==> src/hdl/mhe_pkg.sv <==
// Shared types and constants for the min-heap extract block.
`timescale 1ns / 1ps
package mhe_pkg;

  localparam int HeapDepthDefault = 16;
  localparam int ValueW           = 32;
  localparam int StatusW          = 2;
  localparam int CountOutW        = 5;

  // Command codes carried by the mode field.
  localparam logic MODE_LOAD    = 1'b0;
  localparam logic MODE_EXTRACT = 1'b1;

  typedef enum logic [StatusW-1:0] {
    STATUS_OK    = 2'd0,
    STATUS_EMPTY = 2'd1,
    STATUS_FULL  = 2'd2
  } status_e;

  // Commands from the controller to the datapath, at most one set per cycle.
  typedef struct packed {
    logic load;       // append value at the heap end, or flag a full heap
    logic ext_empty;  // extract on an empty heap
    logic ext_start;  // read root and last entry, shrink the count
    logic ext_take;   // capture the root and the entry to sift
    logic lvl_read;   // read both children of the hole
    logic move;       // move the smaller child up into the hole
    logic fill;       // drop the sifted entry into the hole
  } mhe_cmd_t;

  // Status from the datapath to the controller.
  typedef struct packed {
    logic empty;
    logic leaf;  // the hole has no child within the count
    logic stop;  // the sifted entry is not larger than the smaller child
  } mhe_stat_t;

endpackage

==> src/hdl/min_heap_extract_top.sv <==
// Top level of the min-heap extract block.
//
//   Channel   Signals                                   Transaction taken when
//   command   start, busy, mode_i, value_i              start high and busy low at a rising edge
//   result    done_o, min_value_o, status_o,            done_o high: one cycle, cannot be held off
//             count_after_o
//
// A load takes one cycle: its result strobe shows in the next cycle, and busy stays low,
// so a new command may be taken in every cycle of a run of loads. An extract on an empty
// heap behaves the same way. A real extract first reads the root and the last entry,
// then captures them, then spends a read step and a compare step on each level that
// the entry moves down (a read of both children through the memory's two registered
// read ports, then a compare and one memory write). The entry is then placed in the
// hole directly when it has reached a leaf, or after one more read and compare
// when it stops above a child. The steps are paced by the single write port of the
// heap memory and its registered reads. Reset clears the entry count and the controller;
// the heap memory is not cleared, since only written entries are ever read.
// The receiver cannot stall, so a result is shown exactly once, in the cycle after the
// last step of its command, and a new command may be taken in that same cycle.
`timescale 1ns / 1ps
module min_heap_extract_top #(
  parameter int HEAP_DEPTH = mhe_pkg::HeapDepthDefault
) (
  input  logic                              clk_i,
  input  logic                              rst_ni,
  input  logic                              start,
  output logic                              busy,
  input  logic                              mode_i,
  input  logic signed [mhe_pkg::ValueW-1:0] value_i,
  output logic                              done_o,
  output logic signed [mhe_pkg::ValueW-1:0] min_value_o,
  output logic [mhe_pkg::StatusW-1:0]       status_o,
  output logic [mhe_pkg::CountOutW-1:0]     count_after_o
);
  import mhe_pkg::*;

  // Commands flow down to the datapath; status flows back to the controller.
  mhe_cmd_t  cmd;
  mhe_stat_t stat;

  mhe_ctrl u_ctrl (
    .clk_i  (clk_i),
    .rst_ni (rst_ni),
    .start  (start),
    .mode_i (mode_i),
    .stat_i (stat),
    .cmd_o  (cmd),
    .busy   (busy),
    .done_o (done_o)
  );

  // The datapath holds the heap memory, the entry count, the hole position with the
  // entry being sifted, and the result registers that stay put between transactions.
  mhe_datapath #(
    .HEAP_DEPTH (HEAP_DEPTH)
  ) u_datapath (
    .clk_i         (clk_i),
    .rst_ni        (rst_ni),
    .cmd_i         (cmd),
    .value_i       (value_i),
    .stat_o        (stat),
    .min_value_o   (min_value_o),
    .status_o      (status_o),
    .count_after_o (count_after_o)
  );

endmodule

==> src/hdl/mhe_ctrl.sv <==
// Controller state machine of the min-heap extract block.
`timescale 1ns / 1ps
module mhe_ctrl (
  input  logic              clk_i,
  input  logic              rst_ni,
  input  logic              start,
  input  logic              mode_i,
  input  mhe_pkg::mhe_stat_t stat_i,
  output mhe_pkg::mhe_cmd_t  cmd_o,
  output logic              busy,
  output logic              done_o
);
  import mhe_pkg::*;

  typedef enum logic [1:0] {
    S_IDLE,
    S_FETCH,
    S_LVL_RD,
    S_LVL_CMP
  } state_e;

  state_e   state_q;
  state_e   state_d;
  logic     done_d;
  mhe_cmd_t cmd;

  always_comb begin
    cmd     = '0;
    state_d = state_q;
    done_d  = 1'b0;
    unique case (state_q)
      S_IDLE: begin
        if (start) begin
          if (mode_i == MODE_LOAD) begin
            cmd.load = 1'b1;
            done_d   = 1'b1;
          end else if (stat_i.empty) begin
            cmd.ext_empty = 1'b1;
            done_d        = 1'b1;
          end else begin
            cmd.ext_start = 1'b1;
            state_d       = S_FETCH;
          end
        end
      end
      S_FETCH: begin
        cmd.ext_take = 1'b1;
        state_d      = S_LVL_RD;
      end
      S_LVL_RD: begin
        if (stat_i.leaf) begin
          cmd.fill = 1'b1;
          done_d   = 1'b1;
          state_d  = S_IDLE;
        end else begin
          cmd.lvl_read = 1'b1;
          state_d      = S_LVL_CMP;
        end
      end
      S_LVL_CMP: begin
        if (stat_i.stop) begin
          cmd.fill = 1'b1;
          done_d   = 1'b1;
          state_d  = S_IDLE;
        end else begin
          cmd.move = 1'b1;
          state_d  = S_LVL_RD;
        end
      end
      default: begin
        state_d = S_IDLE;
      end
    endcase
  end

  logic busy_q;
  logic done_q;

  always_ff @(posedge clk_i or negedge rst_ni) begin
    if (!rst_ni) begin
      state_q <= S_IDLE;
      busy_q  <= 1'b0;
      done_q  <= 1'b0;
    end else begin
      state_q <= state_d;
      busy_q  <= (state_d != S_IDLE);
      done_q  <= done_d;
    end
  end

  assign cmd_o  = cmd;
  assign busy   = busy_q;
  assign done_o = done_q;

endmodule

==> src/hdl/mhe_datapath.sv <==
// Datapath of the min-heap extract block: heap memory, count, hole and result registers.
`timescale 1ns / 1ps
module mhe_datapath #(
  parameter int HEAP_DEPTH = mhe_pkg::HeapDepthDefault
) (
  input  logic                              clk_i,
  input  logic                              rst_ni,
  input  mhe_pkg::mhe_cmd_t                 cmd_i,
  input  logic signed [mhe_pkg::ValueW-1:0] value_i,
  output mhe_pkg::mhe_stat_t                stat_o,
  output logic signed [mhe_pkg::ValueW-1:0] min_value_o,
  output logic [mhe_pkg::StatusW-1:0]       status_o,
  output logic [mhe_pkg::CountOutW-1:0]     count_after_o
);
  import mhe_pkg::*;

  localparam int AW = $clog2(HEAP_DEPTH);
  localparam int CW = $clog2(HEAP_DEPTH + 1);
  localparam int IW = AW + 2;

  logic signed [ValueW-1:0] mem [HEAP_DEPTH];
  logic signed [ValueW-1:0] rd_a_q;
  logic signed [ValueW-1:0] rd_b_q;
  logic [AW-1:0]            rd_addr_a;
  logic [AW-1:0]            rd_addr_b;
  logic                     wr_en;
  logic [AW-1:0]            wr_addr;
  logic signed [ValueW-1:0] wr_data;

  logic [CW-1:0]            count_q;
  logic [CW-1:0]            last_idx;
  logic [AW-1:0]            pos_q;
  logic signed [ValueW-1:0] x_q;
  logic signed [ValueW-1:0] min_q;
  status_e                  status_q;

  logic [IW-1:0]            left_w;
  logic [IW-1:0]            right_w;
  logic [IW-1:0]            count_x;
  logic                     full;
  logic                     use_right;
  logic [IW-1:0]            pick_w;
  logic signed [ValueW-1:0] child;

  assign full     = (count_q >= CW'(HEAP_DEPTH));
  assign last_idx = count_q - CW'(1);
  assign left_w   = {1'b0, pos_q, 1'b1};
  assign right_w  = {1'b0, pos_q, 1'b0} + IW'(2);
  assign count_x  = IW'(count_q);

  // The right child takes part only when it lies within the count; ties go left.
  assign use_right = (right_w < count_x) && (rd_b_q < rd_a_q);
  assign pick_w    = use_right ? right_w : left_w;
  assign child     = use_right ? rd_b_q : rd_a_q;

  assign stat_o.empty = (count_q == '0);
  assign stat_o.leaf  = (left_w >= count_x);
  assign stat_o.stop  = (x_q <= child);

  always_comb begin
    if (cmd_i.ext_start) begin
      rd_addr_a = '0;
      rd_addr_b = last_idx[AW-1:0];
    end else begin
      rd_addr_a = left_w[AW-1:0];
      rd_addr_b = right_w[AW-1:0];
    end
  end

  always_comb begin
    wr_en   = 1'b0;
    wr_addr = pos_q;
    wr_data = x_q;
    priority if (cmd_i.load) begin
      wr_en   = !full;
      wr_addr = count_q[AW-1:0];
      wr_data = value_i;
    end else if (cmd_i.move) begin
      wr_en   = 1'b1;
      wr_data = child;
    end else if (cmd_i.fill) begin
      wr_en = 1'b1;
    end
  end

  always_ff @(posedge clk_i) begin
    if (wr_en) begin
      mem[wr_addr] <= wr_data;
    end
    rd_a_q <= mem[rd_addr_a];
    rd_b_q <= mem[rd_addr_b];
  end

  always_ff @(posedge clk_i or negedge rst_ni) begin
    if (!rst_ni) begin
      count_q  <= '0;
      status_q <= STATUS_OK;
    end else begin
      if (cmd_i.load) begin
        status_q <= full ? STATUS_FULL : STATUS_OK;
        if (!full) begin
          count_q <= count_q + CW'(1);
        end
      end
      if (cmd_i.ext_empty) begin
        status_q <= STATUS_EMPTY;
      end
      if (cmd_i.ext_start) begin
        status_q <= STATUS_OK;
        count_q  <= last_idx;
      end
    end
  end

  always_ff @(posedge clk_i) begin
    if (cmd_i.load || cmd_i.ext_empty) begin
      min_q <= '0;
    end
    if (cmd_i.ext_take) begin
      min_q <= rd_a_q;
      x_q   <= rd_b_q;
      pos_q <= '0;
    end
    if (cmd_i.move) begin
      pos_q <= pick_w[AW-1:0];
    end
  end

  logic [31:0] count_wide;
  assign count_wide    = 32'(count_q);
  assign count_after_o = count_wide[CountOutW-1:0];
  assign min_value_o   = min_q;
  assign status_o      = status_q;

endmodule

==> config.mk <==
export PLATFORM = sky130hd
export DESIGN_NAME = min_heap_extract_top
export DESIGN_NICKNAME = d
export VERILOG_FILES = /design/src/hdl/mhe_pkg.sv /design/src/hdl/min_heap_extract_top.sv /design/src/hdl/mhe_ctrl.sv /design/src/hdl/mhe_datapath.sv
export SDC_FILE = /design/constraint.sdc
export NUM_CORES = 1
export LEC_CHECK = 0
export BUFFER_PORTS_ARGS = -buffer_cell sky130_fd_sc_hd__buf_4
export CAP_MARGIN = 20
export CORE_MARGIN = 5
export CORE_UTILIZATION = 35
export DETAILED_ROUTE_END_ITERATION = 8
export MAX_ROUTING_LAYER = met4
export PLACE_DENSITY = 0.53
export SLEW_MARGIN = 5
export SYNTH_ARGS = -nofsm -noshare
export SYNTH_HDL_FRONTEND = slang
export SYNTH_SLANG_ARGS = --single-unit
export TNS_END_PERCENT = 5
==> constraint.sdc <==
create_clock -name clk_i -period 6.07 [get_ports clk_i]
set_clock_uncertainty 0.05 [all_clocks]
set_input_delay 1.214 -clock clk_i [delete_from_list [all_inputs] [get_ports clk_i]]
set_output_delay 1.214 -clock clk_i [all_outputs]
set_load 0.01 [all_outputs]
==> results.toml <==
[route]
first_iter_violations = 1573
drt_wl_total_mm = 86.6
vias_per_cell = 5.66
drcViolationCount = 0
routedWlPerCell_um = 29.1
dr_total_vias = 16900
ant_nets = 0
drt_pass1_iterations = 5

[layout]
syn_to_final_growth_pct = 17.0
finish.utilization_pct = 41.3
layout-drive-gt1-share_pct = 26.9
finalNetCount = 1957

[min_path]
hp-class = "in2async"

[yosys]
synth_nets = 1848
synth_ff_type = "edfxtp_1"
ys_seq_area_share_pct = 65.4
yosysUniqueCellTypes = 60
netlist_instances = 1738
synth-seq-cells = 655
synth_top_area_share_pct = 60.0
synth-edff-count = 580
synthTopCellsByArea = "edfxtp_1 60%, mux4_2 15%, dfxtp_1 4.4%"
synthTopCellsByCount = "580 x edfxtp_1, 190 x mux4_2, 119 x a21oi_1"
synth_top_area_cell = "edfxtp_1"
ys_warn_count = 0
synthArstFlopShare_pct = 1.68
synth.most_common_cell = "edfxtp_1"
synth_area_per_cell_um2 = 16.7
synth_area_um2 = 29000

[timing]
drv_slew = 0
slew_headroom_pct = 25.1
post-route-min-period_ns = 5.77
fmax_mhz = 173
hold_violations = 0
setup_viol = 0
holdWs_ns = 0.389
rsz0062_at_grt = "no"
period_share_pct = 95.0
tightest_slew_ns = 1.12
fin_ws_ns = 0.304

[global_routing]
grt_use_total_pct = 19.7
overflow = 0
grt_pass1_vias = 17400
antenna_found_initial = 2
grt_pass1_wl_mm = 124
grt_max_degree = 97

[power_and_ir_drop]
power_mw = 19.4
power.density_nw_per_um2 = 572
peakVddDrop_mv = 0.404
p_leak_nw = 11.4

[clock_tree]
insertion_delay_ns = 0.61
htree_levels = 3
cts_buffers = 75
cts.sinks = 655
cts_buffer_depth = 3
postCtsHoldBufs = 0
cts_root_buf = "clkbuf_16"
clk_pin_slew_worst_paths_ns = 0.06
cts_tree = "built"

[placement]
numPortBuffers = 76
hpwl_mm = 50.9
gp_congestion = 0.819
dp_slack_ns = -0.0314

[worst_setup_path]
critPathMaxFanout = 23
crit_type = "reg2reg"
crit_path_end_kind = "register"
start_kind = "register"
rr_worst_depth = 22
arrival_ns = 6.06
cp.required_ns = 6.37

[floorplan]
core_um2 = 82100
start_util_pct = 35.3
num_rows = 105
io_pins = 77
die_h_um = 298
dieWidth_um = 298
die_area_um2 = 88800

[job]
maxCapViolCount = 0

[outcome]
status = "complete, no violations"
[per-layer routing]
layer  up-vias  global-route usage [%]  part of all wire (%)
li1       7288                       -                     -
met1      8893                    27.2                    45
met2       575                    30.2                    46
met3       117                    4.36                   6.9
met4         0                    4.29                   2.1
met5         -                       -                     0
[metrics by stage]
stage	std cells	TNS [ns]	instance area [µm²]
2_1_floorplan	1738	0	29000
3_3_place_gp	2836	-178.06	31400
3_5_place_dp	2838	-1.30	31400
4_1_cts	2976	0	33800
5_1_grt	2980	0	33900
6_report	2980	0	33900
[what timing repair did]
action,in CTS,in global routing
endpoints found under the setup margin,200,517
setup buffers,0,1
cloned,0,1
pin swaps,0,1
resized for setup,1,35
[critical path, stage by stage, from the launching register on]
cell and delay, ns:
dfxtp_1 0.31, inv_1 0.08, ha_1 0.32, a21oi_1 0.16
o21ai_0 0.26, a22oi_1 0.25, o211ai_1 0.17, o31ai_2 0.34
and3b_4 0.35, buf_4 0.20, nor2_1 0.05, a21oi_1 0.13
ha_1 0.26, a21oi_1 0.14, o21ai_1 0.11, a221o_1 0.35
o31a_1 0.36, or4b_1 0.51, o2111a_2 0.27, buf_12 0.19
o21a_1 0.19, a22o_1 0.23, buf_4 0.19
[power breakdown]
| part | total [mW] | switching (mW) | internal, mW |
|---|---|---|---|
| logic | 8.16 | 5.11 | 3.05 |
| clock network | 4.53 | 1.80 | 2.73 |
| registers | 6.74 | 0.406 | 6.33 |
[cell type report]
cell class | count | area (µm²)
well taps | 1070 | 1340
diodes | 2 | 5.00
repair buffers | 146 | 1380
clock buffers | 101 | 2100
flip-flops and latches | 655 | 19000
multi-input cells | 926 | 9610
inverters | 43 | 161
fillers | 7290 | 48200
clock inverters | 37 | 369
[cells by family after synthesis]
group | share of synthesized area, %
compound gates | 7.12
mux | 17.1
flops | 65.4
buf+inv | 2.46
fa+ha+maj | 3.19
xor+xnor | 0.242
simple gates | 4.45
[flip-flops by register name, indices dropped and copies added (netlist names), 2 cells and up]
register                  count
u_ctrl.state_q                2
u_datapath.count_after_o      5
u_datapath.mem              512
u_datapath.min_value_o       32
u_datapath.pos_q              4
u_datapath.rd_a_q            32
u_datapath.rd_b_q            32
u_datapath.status_o           2
u_datapath.x_q               32
[final timing paths]
check,slack (ns),start,to
worst max register to register,0.30,u_datapath.rd_a_q[19],u_datapath.mem[1][5]
worst min register to register,0.42,u_datapath.mem[0][20],u_datapath.rd_a_q[20]
worst min-delay path,0.39,rst_ni,u_ctrl.busy
worst max-delay path,0.30,u_datapath.rd_a_q[19],u_datapath.mem[1][5]
min in group clk_i,0.42,u_datapath.mem[0][20],u_datapath.rd_a_q[20]
max in group asynchronous,5.41,rst_ni,u_ctrl.state_q[1]
[placed cells by master, fill, tap and decap left out, types with 22 or more instances in the layout]
cell type,Yosys,final
a22o_2,0,29
nor3_1,43,43
o21a_1,31,31
o221ai_1,31,31
nand2_1,63,63
mux2i_1,68,67
nor2_1,93,74
a211oi_1,36,36
buf_12,0,22
edfxtp_1,580,580
nor2b_1,35,35
buf_4,11,121
mux4_2,190,190
inv_1,41,40
ha_1,74,74
dfxtp_1,64,64
a21oi_1,119,116
clkbuf_16,0,80
Note: power is estimated with default switching activity, not from simulation.
